$ cat config.mk
export PLATFORM = sky130hd
export DESIGN_NAME = media_advisory_parser_flat
export DESIGN_NICKNAME = d
export VERILOG_FILES = /design/src/design/mdadv_pkg.sv /design/src/design/mdadv_req_if.sv /design/src/design/mdadv_rsp_if.sv /design/src/design/media_advisory_parser.sv /design/src/flat_wrapper.sv
export SDC_FILE = /design/constraint.sdc
export NUM_CORES = 1
export LEC_CHECK = 0
export BUFFER_PORTS_ARGS = -buffer_cell sky130_fd_sc_hd__buf_2
export CELL_PAD_IN_SITES_DETAIL_PLACEMENT = 2
export CELL_PAD_IN_SITES_GLOBAL_PLACEMENT = 2
export CORE_MARGIN = 2
export CORE_UTILIZATION = 42
export DETAILED_ROUTE_END_ITERATION = 16
export PLACE_DENSITY = 0.87
export SLEW_MARGIN = 20
export SYNTH_ARGS = -nofsm -noshare
export SYNTH_HDL_FRONTEND = slang
export SYNTH_SLANG_ARGS = --single-unit
$ cat constraint.sdc
create_clock -name clock -period 4.9 [get_ports clock]
set_clock_uncertainty 0.1 [all_clocks]
set_input_delay 0.98 -clock clock [delete_from_list [all_inputs] [get_ports clock]]
set_output_delay 0.98 -clock clock [all_outputs]
set_load 0.03 [all_outputs]
$ cat src/design/mdadv_pkg.sv
package mdadv_pkg;

   typedef enum logic [1:0] {
      KIND_LINK    = 2'd0,
      KIND_TEXT    = 2'd1,
      KIND_SUMMARY = 2'd2
   } kind_type;

   typedef struct packed {
      kind_type   kind;
      logic [7:0] value;
      logic [2:0] link_index;
      logic       ok;
      logic       established;
      logic [2:0] active_link;
      logic [6:0] hour;
      logic [6:0] minute;
      logic [6:0] second;
      logic       text_present;
      logic       run_end;
   } rsp_type;

   typedef struct packed {
      logic       hit;
      logic [2:0] idx;
   } link_hit_type;

   localparam int unsigned NUM_LINKS = 8;
   localparam logic [7:0] LINK_CODES [NUM_LINKS] =
      '{8'h56, 8'h53, 8'h48, 8'h47, 8'h43, 8'h32, 8'h58, 8'h49};  // V S H G C 2 X I

   localparam logic [7:0] CHAR_ZERO  = 8'h30;  // '0'
   localparam logic [7:0] CHAR_NINE  = 8'h39;  // '9'
   localparam logic [7:0] CHAR_EST   = 8'h45;  // 'E'
   localparam logic [7:0] CHAR_LOST  = 8'h4C;  // 'L'
   localparam logic [7:0] CHAR_SLASH = 8'h2F;  // '/'

   localparam logic [3:0] POS_VERSION  = 4'd0;
   localparam logic [3:0] POS_STATE    = 4'd1;
   localparam logic [3:0] POS_LINK     = 4'd2;
   localparam logic [3:0] POS_HOUR_END = 4'd4;
   localparam logic [3:0] POS_MIN_END  = 4'd6;
   localparam logic [3:0] POS_TIME_END = 4'd8;
   localparam logic [3:0] MIN_LENGTH   = 4'd10;

   localparam logic [6:0] MAX_HOUR    = 7'd23;
   localparam logic [6:0] MAX_MIN_SEC = 7'd59;

   function automatic link_hit_type link_lookup(input logic [7:0] b);
      link_hit_type r;
      r = '0;
      for (int k = NUM_LINKS - 1; k >= 0; k--) begin
         if (LINK_CODES[k] == b) begin
            r.hit = 1'b1;
            r.idx = 3'(k);
         end
      end
      return r;
   endfunction

   // acc * 10 + d, kept to seven bits
   function automatic logic [6:0] mul10_add(input logic [6:0] acc, input logic [3:0] d);
      logic [10:0] t;
      t = ({4'b0, acc} << 3) + ({4'b0, acc} << 1) + {7'b0, d};
      return t[6:0];
   endfunction

endpackage

$ cat src/design/mdadv_req_if.sv
interface mdadv_req_if;
   logic       valid;
   logic       ready;
   logic [7:0] byte_req;
   logic       end_of_message;

   modport source (output valid, output byte_req, output end_of_message, input ready);
   modport sink   (input valid, input byte_req, input end_of_message, output ready);
endinterface

$ cat src/design/mdadv_rsp_if.sv
interface mdadv_rsp_if;
   logic       valid;
   logic       ready;
   logic [1:0] kind;
   logic [7:0] value;
   logic [2:0] link_index;
   logic       ok;
   logic       established;
   logic [2:0] active_link;
   logic [6:0] hour;
   logic [6:0] minute;
   logic [6:0] second;
   logic       text_present;
   logic       run_end;

   modport source (
      output valid, output kind, output value, output link_index, output ok,
      output established, output active_link, output hour, output minute,
      output second, output text_present, output run_end, input ready
   );
   modport sink (
      input valid, input kind, input value, input link_index, input ok,
      input established, input active_link, input hour, input minute,
      input second, input text_present, input run_end, output ready
   );
endinterface

$ cat src/design/media_advisory_parser.sv
// An accepted request's results are registered in a four-entry result queue.
// Throughput: one byte per cycle while input is ready; a final byte that also
// yields a link or text item produces two results, drained one per cycle while
// the sink is ready. Input is ready while the queue holds room for two results.
// Reset (synchronous, active high) clears the parser state and empties the queue.
module media_advisory_parser
   import mdadv_pkg::*;
(
   input  logic               clock,
   input  logic               reset,
   mdadv_req_if.sink          req_bus,
   mdadv_rsp_if.source        rsp_bus
);

   logic [3:0] position_ff,    position_in;
   logic       in_text_ff,     in_text_in;
   logic       format_good_ff, format_good_in;
   logic       established_ff, established_in;
   logic [2:0] link_now_ff,    link_now_in;
   logic [6:0] hour_ff,        hour_in;
   logic [6:0] minute_ff,      minute_in;
   logic [6:0] second_ff,      second_in;
   logic       text_seen_ff,   text_seen_in;

   rsp_type    queue_ff [4];
   logic [1:0] wr_ptr_ff, wr_ptr_in;
   logic [1:0] rd_ptr_ff, rd_ptr_in;
   logic [2:0] count_ff,  count_in;

   logic       accept;
   logic       pop;
   logic       item_valid;
   logic       summary_valid;
   rsp_type    item;
   rsp_type    summary;

   assign accept = req_bus.valid & req_bus.ready;
   assign pop    = rsp_bus.valid & rsp_bus.ready;
   assign req_bus.ready = (count_ff < 3'd3);

   always_comb begin
      logic [7:0]   b;
      logic         isdig;
      logic [7:0]   diff;
      logic [3:0]   d;
      link_hit_type lk;
      logic         ok;

      b     = req_bus.byte_req;
      isdig = (b >= CHAR_ZERO) && (b <= CHAR_NINE);
      diff  = b - CHAR_ZERO;
      d     = isdig ? diff[3:0] : 4'd0;
      lk    = link_lookup(b);

      position_in    = position_ff;
      in_text_in     = in_text_ff;
      format_good_in = format_good_ff;
      established_in = established_ff;
      link_now_in    = link_now_ff;
      hour_in        = hour_ff;
      minute_in      = minute_ff;
      second_in      = second_ff;
      text_seen_in   = text_seen_ff;

      item       = '0;
      item_valid = 1'b0;
      summary    = '0;

      priority if (position_ff == POS_VERSION) begin
         if (b != CHAR_ZERO) format_good_in = 1'b0;
      end else if (position_ff == POS_STATE) begin
         if (b != CHAR_EST && b != CHAR_LOST) format_good_in = 1'b0;
         established_in = (b == CHAR_EST);
      end else if (position_ff == POS_LINK) begin
         if (!lk.hit) format_good_in = 1'b0;
         link_now_in = lk.hit ? lk.idx : 3'd0;
      end else if (position_ff <= POS_TIME_END) begin
         if (!isdig) format_good_in = 1'b0;
         priority if (position_ff <= POS_HOUR_END) begin
            hour_in = mul10_add(hour_ff, d);
         end else if (position_ff <= POS_MIN_END) begin
            minute_in = mul10_add(minute_ff, d);
         end else begin
            second_in = mul10_add(second_ff, d);
         end
      end else if (in_text_ff) begin
         item_valid   = 1'b1;
         item.kind    = KIND_TEXT;
         item.value   = b;
         text_seen_in = 1'b1;
      end else if (b == CHAR_SLASH) begin
         in_text_in = 1'b1;
      end else begin
         if (!lk.hit) begin
            format_good_in = 1'b0;
         end else begin
            item_valid      = 1'b1;
            item.kind       = KIND_LINK;
            item.value      = b;
            item.link_index = lk.idx;
         end
      end

      if (position_ff < MIN_LENGTH) position_in = position_ff + 4'd1;

      ok = format_good_in && (position_in >= MIN_LENGTH) && (hour_in <= MAX_HOUR) &&
           (minute_in <= MAX_MIN_SEC) && (second_in <= MAX_MIN_SEC);

      summary_valid        = req_bus.end_of_message;
      summary.kind         = KIND_SUMMARY;
      summary.ok           = ok;
      summary.established  = established_in;
      summary.active_link  = link_now_in;
      summary.hour         = hour_in;
      summary.minute       = minute_in;
      summary.second       = second_in;
      summary.text_present = text_seen_in;
      summary.run_end      = 1'b1;
      item.run_end         = !summary_valid;

      // start over for the next message
      if (summary_valid) begin
         position_in    = '0;
         in_text_in     = 1'b0;
         format_good_in = 1'b1;
         established_in = 1'b0;
         link_now_in    = '0;
         hour_in        = '0;
         minute_in      = '0;
         second_in      = '0;
         text_seen_in   = 1'b0;
      end
   end

   always_comb begin
      logic [2:0] pushes;
      pushes    = {2'b0, accept & item_valid} + {2'b0, accept & summary_valid};
      wr_ptr_in = wr_ptr_ff + pushes[1:0];
      rd_ptr_in = rd_ptr_ff + {1'b0, pop};
      count_in  = count_ff + pushes - {2'b0, pop};
   end

   always_ff @(posedge clock) begin
      if (reset) begin
         position_ff    <= '0;
         in_text_ff     <= 1'b0;
         format_good_ff <= 1'b1;
         established_ff <= 1'b0;
         link_now_ff    <= '0;
         hour_ff        <= '0;
         minute_ff      <= '0;
         second_ff      <= '0;
         text_seen_ff   <= 1'b0;
         wr_ptr_ff      <= '0;
         rd_ptr_ff      <= '0;
         count_ff       <= '0;
      end else begin
         if (accept) begin
            position_ff    <= position_in;
            in_text_ff     <= in_text_in;
            format_good_ff <= format_good_in;
            established_ff <= established_in;
            link_now_ff    <= link_now_in;
            hour_ff        <= hour_in;
            minute_ff      <= minute_in;
            second_ff      <= second_in;
            text_seen_ff   <= text_seen_in;
         end
         wr_ptr_ff <= wr_ptr_in;
         rd_ptr_ff <= rd_ptr_in;
         count_ff  <= count_in;
      end
   end

   // queue payload, no reset needed
   always_ff @(posedge clock) begin
      if (accept) begin
         if (item_valid) begin
            queue_ff[wr_ptr_ff] <= item;
            if (summary_valid) queue_ff[wr_ptr_ff + 2'd1] <= summary;
         end else if (summary_valid) begin
            queue_ff[wr_ptr_ff] <= summary;
         end
      end
   end

   assign rsp_bus.valid        = (count_ff != 3'd0);
   assign rsp_bus.kind         = queue_ff[rd_ptr_ff].kind;
   assign rsp_bus.value        = queue_ff[rd_ptr_ff].value;
   assign rsp_bus.link_index   = queue_ff[rd_ptr_ff].link_index;
   assign rsp_bus.ok           = queue_ff[rd_ptr_ff].ok;
   assign rsp_bus.established  = queue_ff[rd_ptr_ff].established;
   assign rsp_bus.active_link  = queue_ff[rd_ptr_ff].active_link;
   assign rsp_bus.hour         = queue_ff[rd_ptr_ff].hour;
   assign rsp_bus.minute       = queue_ff[rd_ptr_ff].minute;
   assign rsp_bus.second       = queue_ff[rd_ptr_ff].second;
   assign rsp_bus.text_present = queue_ff[rd_ptr_ff].text_present;
   assign rsp_bus.run_end      = queue_ff[rd_ptr_ff].run_end;

endmodule

$ cat src/flat_wrapper.sv
// flat-port wrapper written by rule: the top's interface ports become plain ports
module media_advisory_parser_flat import mdadv_pkg::*;
  (clock, reset, req_bus_valid, req_bus_byte_req, req_bus_end_of_message, req_bus_ready, rsp_bus_valid, rsp_bus_kind, rsp_bus_value, rsp_bus_link_index, rsp_bus_ok, rsp_bus_established, rsp_bus_active_link, rsp_bus_hour, rsp_bus_minute, rsp_bus_second, rsp_bus_text_present, rsp_bus_run_end, rsp_bus_ready);
  mdadv_req_if req_bus_i ();
  mdadv_rsp_if rsp_bus_i ();
  input  logic clock;
  input  logic reset;
  input wire logic [$bits(req_bus_i.valid)-1:0] req_bus_valid;
  input wire logic [$bits(req_bus_i.byte_req)-1:0] req_bus_byte_req;
  input wire logic [$bits(req_bus_i.end_of_message)-1:0] req_bus_end_of_message;
  output wire logic [$bits(req_bus_i.ready)-1:0] req_bus_ready;
  output wire logic [$bits(rsp_bus_i.valid)-1:0] rsp_bus_valid;
  output wire logic [$bits(rsp_bus_i.kind)-1:0] rsp_bus_kind;
  output wire logic [$bits(rsp_bus_i.value)-1:0] rsp_bus_value;
  output wire logic [$bits(rsp_bus_i.link_index)-1:0] rsp_bus_link_index;
  output wire logic [$bits(rsp_bus_i.ok)-1:0] rsp_bus_ok;
  output wire logic [$bits(rsp_bus_i.established)-1:0] rsp_bus_established;
  output wire logic [$bits(rsp_bus_i.active_link)-1:0] rsp_bus_active_link;
  output wire logic [$bits(rsp_bus_i.hour)-1:0] rsp_bus_hour;
  output wire logic [$bits(rsp_bus_i.minute)-1:0] rsp_bus_minute;
  output wire logic [$bits(rsp_bus_i.second)-1:0] rsp_bus_second;
  output wire logic [$bits(rsp_bus_i.text_present)-1:0] rsp_bus_text_present;
  output wire logic [$bits(rsp_bus_i.run_end)-1:0] rsp_bus_run_end;
  input wire logic [$bits(rsp_bus_i.ready)-1:0] rsp_bus_ready;
  assign req_bus_i.valid = req_bus_valid;
  assign req_bus_i.byte_req = req_bus_byte_req;
  assign req_bus_i.end_of_message = req_bus_end_of_message;
  assign req_bus_ready = req_bus_i.ready;
  assign rsp_bus_valid = rsp_bus_i.valid;
  assign rsp_bus_kind = rsp_bus_i.kind;
  assign rsp_bus_value = rsp_bus_i.value;
  assign rsp_bus_link_index = rsp_bus_i.link_index;
  assign rsp_bus_ok = rsp_bus_i.ok;
  assign rsp_bus_established = rsp_bus_i.established;
  assign rsp_bus_active_link = rsp_bus_i.active_link;
  assign rsp_bus_hour = rsp_bus_i.hour;
  assign rsp_bus_minute = rsp_bus_i.minute;
  assign rsp_bus_second = rsp_bus_i.second;
  assign rsp_bus_text_present = rsp_bus_i.text_present;
  assign rsp_bus_run_end = rsp_bus_i.run_end;
  assign rsp_bus_i.ready = rsp_bus_ready;
  media_advisory_parser u_core (.clock(clock), .reset(reset), .req_bus(req_bus_i), .rsp_bus(rsp_bus_i));
endmodule
Word level (Yosys, flattened, before mapping)
Memory sizes are Yosys's and may differ from the RTL's. A register that Yosys moved wholly into a read port is not among the register bits.
Index checks and enable logic that the tools add are counted.

storage, ports and cells
  memories = 1
  bits of input ports = 13
  output and inout port bits = 43
  register bits = 39
  word-level logic and storage cells = 162
  bits in writable memories = 164

operators by class
  mux-type cells = 90
  bitwise operators = 5
  equal/unequal tests = 19
  reductions and logical operators = 10
  $add $sub $neg = 14
  order comparisons = 11

memory list
  memory           depth  width  read ports  clocked after Yosys merged registers in  wr ports  line                         RTL
  u_core.queue_ff  4      41     1           1                                        2         media_advisory_parser.sv:25  rsp_type queue_ff [4];

operators with widths
  operator              count
  $mux W7               20
  $eq A7 B8 Y1 const A  7
  $mux W13              4
  $mux W1               44
  $mux W4               11
  $mux W41              1
  $mux W11              2
  $add A7 B4 Y7         3
  $add A7 B7 Y7         3
  $mux W3               6
  $ne A8 B7 Y1 const B  2
  $le A7 B6 Y1 const B  2
  $mux W9               1
  $eq A6 B8 Y1 const A  1
  $eq A8 B6 Y1 const B  1
  $eq A8 B7 Y1 const B  1
  $ge A8 B6 Y1 const B  1
  $le A4 B3 Y1 const B  2
  $le A8 B6 Y1 const B  1
  $ne A2 B2 Y1 const B  4
  $ne A8 B6 Y1 const B  1
  $le A7 B5 Y1 const B  1
  $logic_and A1 B1 Y1   6
  $reduce_and A5 Y1     1
  20 further kinds      23

Depth between registers and ports, before layout
  depth after elaboration = 21
  depth in mapped cells = 15
  mapped depth without buffers = 13

Least setup slack after synthesis
Ideal clock, no wire load.

  path kind = input to register
  from = in req_bus_byte_req[1]
  to = mem u_core.queue_ff[0][27] (netlist bit), data pin
  arrival = 3.922 ns
  stages on the path = 13
  data required time = 4.597 ns
  path buffers = 2
  library setup time = 0.203 ns
  setup slack = 0.675 ns
  cell sequence = clkbuf_1 > o21ai_1 > and3_1 > clkbuf_1 > xor2_1 > ha_1 > fa_1 > a21o_1 > a21oi_1 > xnor2_1 > mux2i_1 > nand4_1 > a2111oi_1

RTL lines
  item             line                         RTL
  start, declared  flat_wrapper.sv:9            input wire logic [$bits(req_bus_i.byte_req)-1:0] req_bus_byte_req;
  end, declared    media_advisory_parser.sv:25

==> flow_metrics.tcl <==
set metrics [dict create \
    dr.pass1.iters 4 \
    crit_type "in2reg" \
    placed_area_um2 10700 \
    cp.arrival_ns 4.42 \
    detailed_place_hpwl_mm 22.9 \
    grt_pass1_wl_mm 54.4 \
    initial_core_util_pct 43.0 \
    crit_buf_inv 1 \
    r2r_cells 13 \
    post-route-period-util_pct 86.5 \
    design_area_um2 11400 \
    worst-path-stages 12 \
    critPathCaptureType "register" \
    fin_nets 993 \
    rows 56 \
    cts_setup_buffers 0 \
    layout_min_cycle_time_ns 4.24 \
    drt_iter0_drc 585 \
    maxCapViolations 0 \
    drc 0 \
    tns_ns 0 \
    reg2reg_to "u_core.count_ff[2]$_SDFF_PP0_" \
    fin_util_pct 48.4 \
    vias_per_cell 6.01 \
    worstPathCellList "buf_2, and4bb_2, and3_1, xor2_1, ha_1, fa_1, a21o_1, a21oi_1, xnor2_1, mux2i_1, nand4_1, a2111oi_1" \
    layout_setup_ws_ns 0.663 \
    power_density_nw_per_um2 399 \
    wl_per_cell_um 27.6 \
    pre_cts_ws_ns 0.189 \
    mappedNetlistArea_um2 10100 \
    report.final.setup_viol 0 \
    antenna_cells 0 \
    postCtsHoldBufs 0 \
    io_buffers 55 \
    hp-start "u_core.queue_ff[2][33]$_SDFFE_PP0P_" \
    hold_path.class "reg2reg" \
    rsz0062_at_grt "no" \
    ir_drop_mv 0.224 \
    status "finished, final reports clean" \
    first_global_vias 8635 \
    fill_cells 2400 \
    io-pin-count 56 \
    grt_max_degree 40 \
    slowest_delay_ns 0.48 \
    synth-seq-cells 203 \
    routed-via-count 7671 \
    worst-r2r-setup-slack_ns 1.10 \
    min_to "u_core.queue_ff[2][33]$_SDFFE_PP0P_" \
    post_cts_resize_count 0 \
    synth.distinct_cells 77 \
    crit_slowest_cell "fa_1" \
    fin_cells 1276 \
    routed_wl_mm 35.3 \
    synthFlopType "edfxtp_1" \
    clock_latency_ns 0.52 \
    core_um2 23500 \
    hold_violations 0 \
    ant_nets 0 \
    areaGrowthSynthToFinish_pct 12.6 \
    synth_cells 896 \
    fin_hold_ws_ns 0.355 \
    dpl.cell_count 1237 \
    relSlewSlack_pct 28.6 \
    ys_seq_area_share_pct 50.9 \
    cts_made_buffers 22 \
    r2r-start "u_core.position_ff[1]$_SDFFE_PP0P_" \
    critPathMaxFanout 12 \
    clk_path_buf_depth 3 \
    syn_avg_cell_area_um2 11.3 \
    synth_fp_nets 947 \
    critical-path-top-delay-family "simple AND/OR/NAND/NOR gates" \
    synth_enable_flop_cells 108 \
    timing.fmax_mhz 236 \
    die-area_um2 25300 \
    cts.clk_slew.worst_paths_ns 0.07 \
    ys_warn_count 0 \
    clock_sinks 203 \
    min_path_cells 2 \
    die_w_um 159 \
    h-tree-depth 1 \
    worstMarginPinSlew_ns 1.06 \
    drive_above_1_share_pct 17.8 \
    crit_required_ns 5.09 \
    power_mw 4.55 \
    gp_congestion 0.826 \
    synthArstFlopShare_pct 0 \
    cp-start-kind "input port" \
    antenna_found_initial 0 \
    p_leak_nw 4.29 \
    cts_tree "built" \
    cts_root_buffer "clkbuf_16" \
    overflow 0 \
    grt_usage_pct 28.1 \
    drv_slew 0 \
    die_y_um 159 \
]
final cells by class:
cell class	instances	area, um^2	share of cell area (%)
tap	319	399	3.50
clock buffer	36	644	5.65
sequential	203	5150	45.2
multi-input combinational	615	4650	40.8
inverter	21	78.8	0.692
timing repair buffer	79	455	4.00
clock inverter	3	21.3	0.187
power by group:
part / internal [mW] / switching, mW
combinational: 0.374 / 0.601
clock: 0.899 / 0.710
sequential: 1.86 / 0.106
kinds of logic after synthesis:
kind of cell / Yosys count / share of synthesized area, %
compound gates: 136 / 9.63
xor+xnor: 27 / 2.34
fa+ha+maj: 38 / 5.00
buf+inv: 78 / 3.30
flops: 203 / 50.9
mux: 90 / 14.0
simple gates: 324 / 14.9
flip-flops by register name, indices dropped and copies added, names as in the netlist:
signal / flops
u_core.queue_ff: 164
u_core.hour_ff: 7
u_core.minute_ff: 7
u_core.second_ff: 7
u_core.position_ff: 4
u_core.count_ff: 3
u_core.link_now_ff: 3
u_core.rd_ptr_ff: 2
u_core.wr_ptr_ff: 2
u_core.established_ff: 1
u_core.format_good_ff: 1
u_core.in_text_ff: 1
u_core.text_seen_ff: 1
Yosys cell counts, types with 3 or more instances:
| library cell | n | area share (%) |
|---|---|---|
| nand2b_1 | 8 | 0.49 |
| o21a_1 | 3 | 0.22 |
| o41ai_1 | 3 | 0.26 |
| ha_1 | 34 | 4.2 |
| nor2_1 | 193 | 7.2 |
| or2_2 | 4 | 0.25 |
| a21o_1 | 11 | 0.82 |
| xor2_1 | 10 | 0.87 |
| nand3_1 | 8 | 0.40 |
| a21boi_0 | 8 | 0.59 |
| nand4b_1 | 4 | 0.35 |
| xnor2_1 | 17 | 1.5 |
| and2_1 | 7 | 0.43 |
| or3_1 | 5 | 0.31 |
| fa_1 | 4 | 0.79 |
| o31ai_1 | 3 | 0.22 |
| clkbuf_1 | 29 | 1.1 |
| a22o_1 | 8 | 0.69 |
| nor2b_1 | 8 | 0.49 |
| buf_2 | 18 | 0.89 |
| and3_1 | 8 | 0.49 |
| a32oi_1 | 3 | 0.26 |
| inv_1 | 20 | 0.74 |
| nor3_1 | 5 | 0.25 |
| a31oi_1 | 5 | 0.31 |
| dfxtp_1 | 95 | 19 |
| o31a_1 | 3 | 0.26 |
| nor3b_1 | 3 | 0.22 |
| a2bb2oi_1 | 9 | 0.78 |
| a21oi_1 | 41 | 2.0 |
| mux4_2 | 41 | 9.1 |
| o22ai_1 | 4 | 0.25 |
| edfxtp_1 | 108 | 32 |
| nand2_1 | 42 | 1.6 |
| nand4_1 | 6 | 0.37 |
| mux2i_1 | 49 | 4.8 |
| o21ai_0 | 9 | 0.45 |
| nor4_1 | 4 | 0.25 |
| buf_1 | 7 | 0.26 |
per-layer routing:
layer / vias to the layer above / track usage, % / part of all wire, % / routed length, um
met5: - / 0 / 0 / 0
met4: 0 / 9.71 / 3.1 / 1090
met3: 71 / 4.06 / 4.9 / 1740
met2: 248 / 48.9 / 50 / 17600
met1: 4000 / 35.8 / 42 / 14900
li1: 3352 / - / - / -
worst max path at each step:
stage,start,end,slack (ns)
after global placement,req_bus_byte_req[4],u_core.queue_ff[0][27]$_DFFE_PP_,0.53
after floorplan,req_bus_byte_req[1],u_core.queue_ff[0][27]$_DFFE_PP_,0.68
after CTS,req_bus_byte_req[4],u_core.queue_ff[2][27]$_DFFE_PP_,0.66
final,req_bus_byte_req[4],u_core.queue_ff[0][27]$_DFFE_PP_,0.66
after detailed placement,req_bus_byte_req[4],u_core.queue_ff[2][27]$_DFFE_PP_,0.19
after global routing,req_bus_byte_req[4],u_core.queue_ff[2][27]$_DFFE_PP_,0.49
tightest hold or removal path: stages (launching register included):
cell	delay, ns
dfxtp_1	0.31
nand2_1	0.05
a21oi_1	0.05
cells in the final DEF (no fill, tap or decap), drive strengths merged, types with 9 or more instances in the layout:
cell type,count
ha,34
xor2,10
mux4,41
inv,21
a21boi,9
a2bb2oi,9
xnor2,17
edfxtp,108
buf,79
nand2,42
a21oi,42
a21o,11
clkbuf,36
o21ai,12
nor2,194
dfxtp,95
mux2i,49
(Power assumes the default switching activity.)
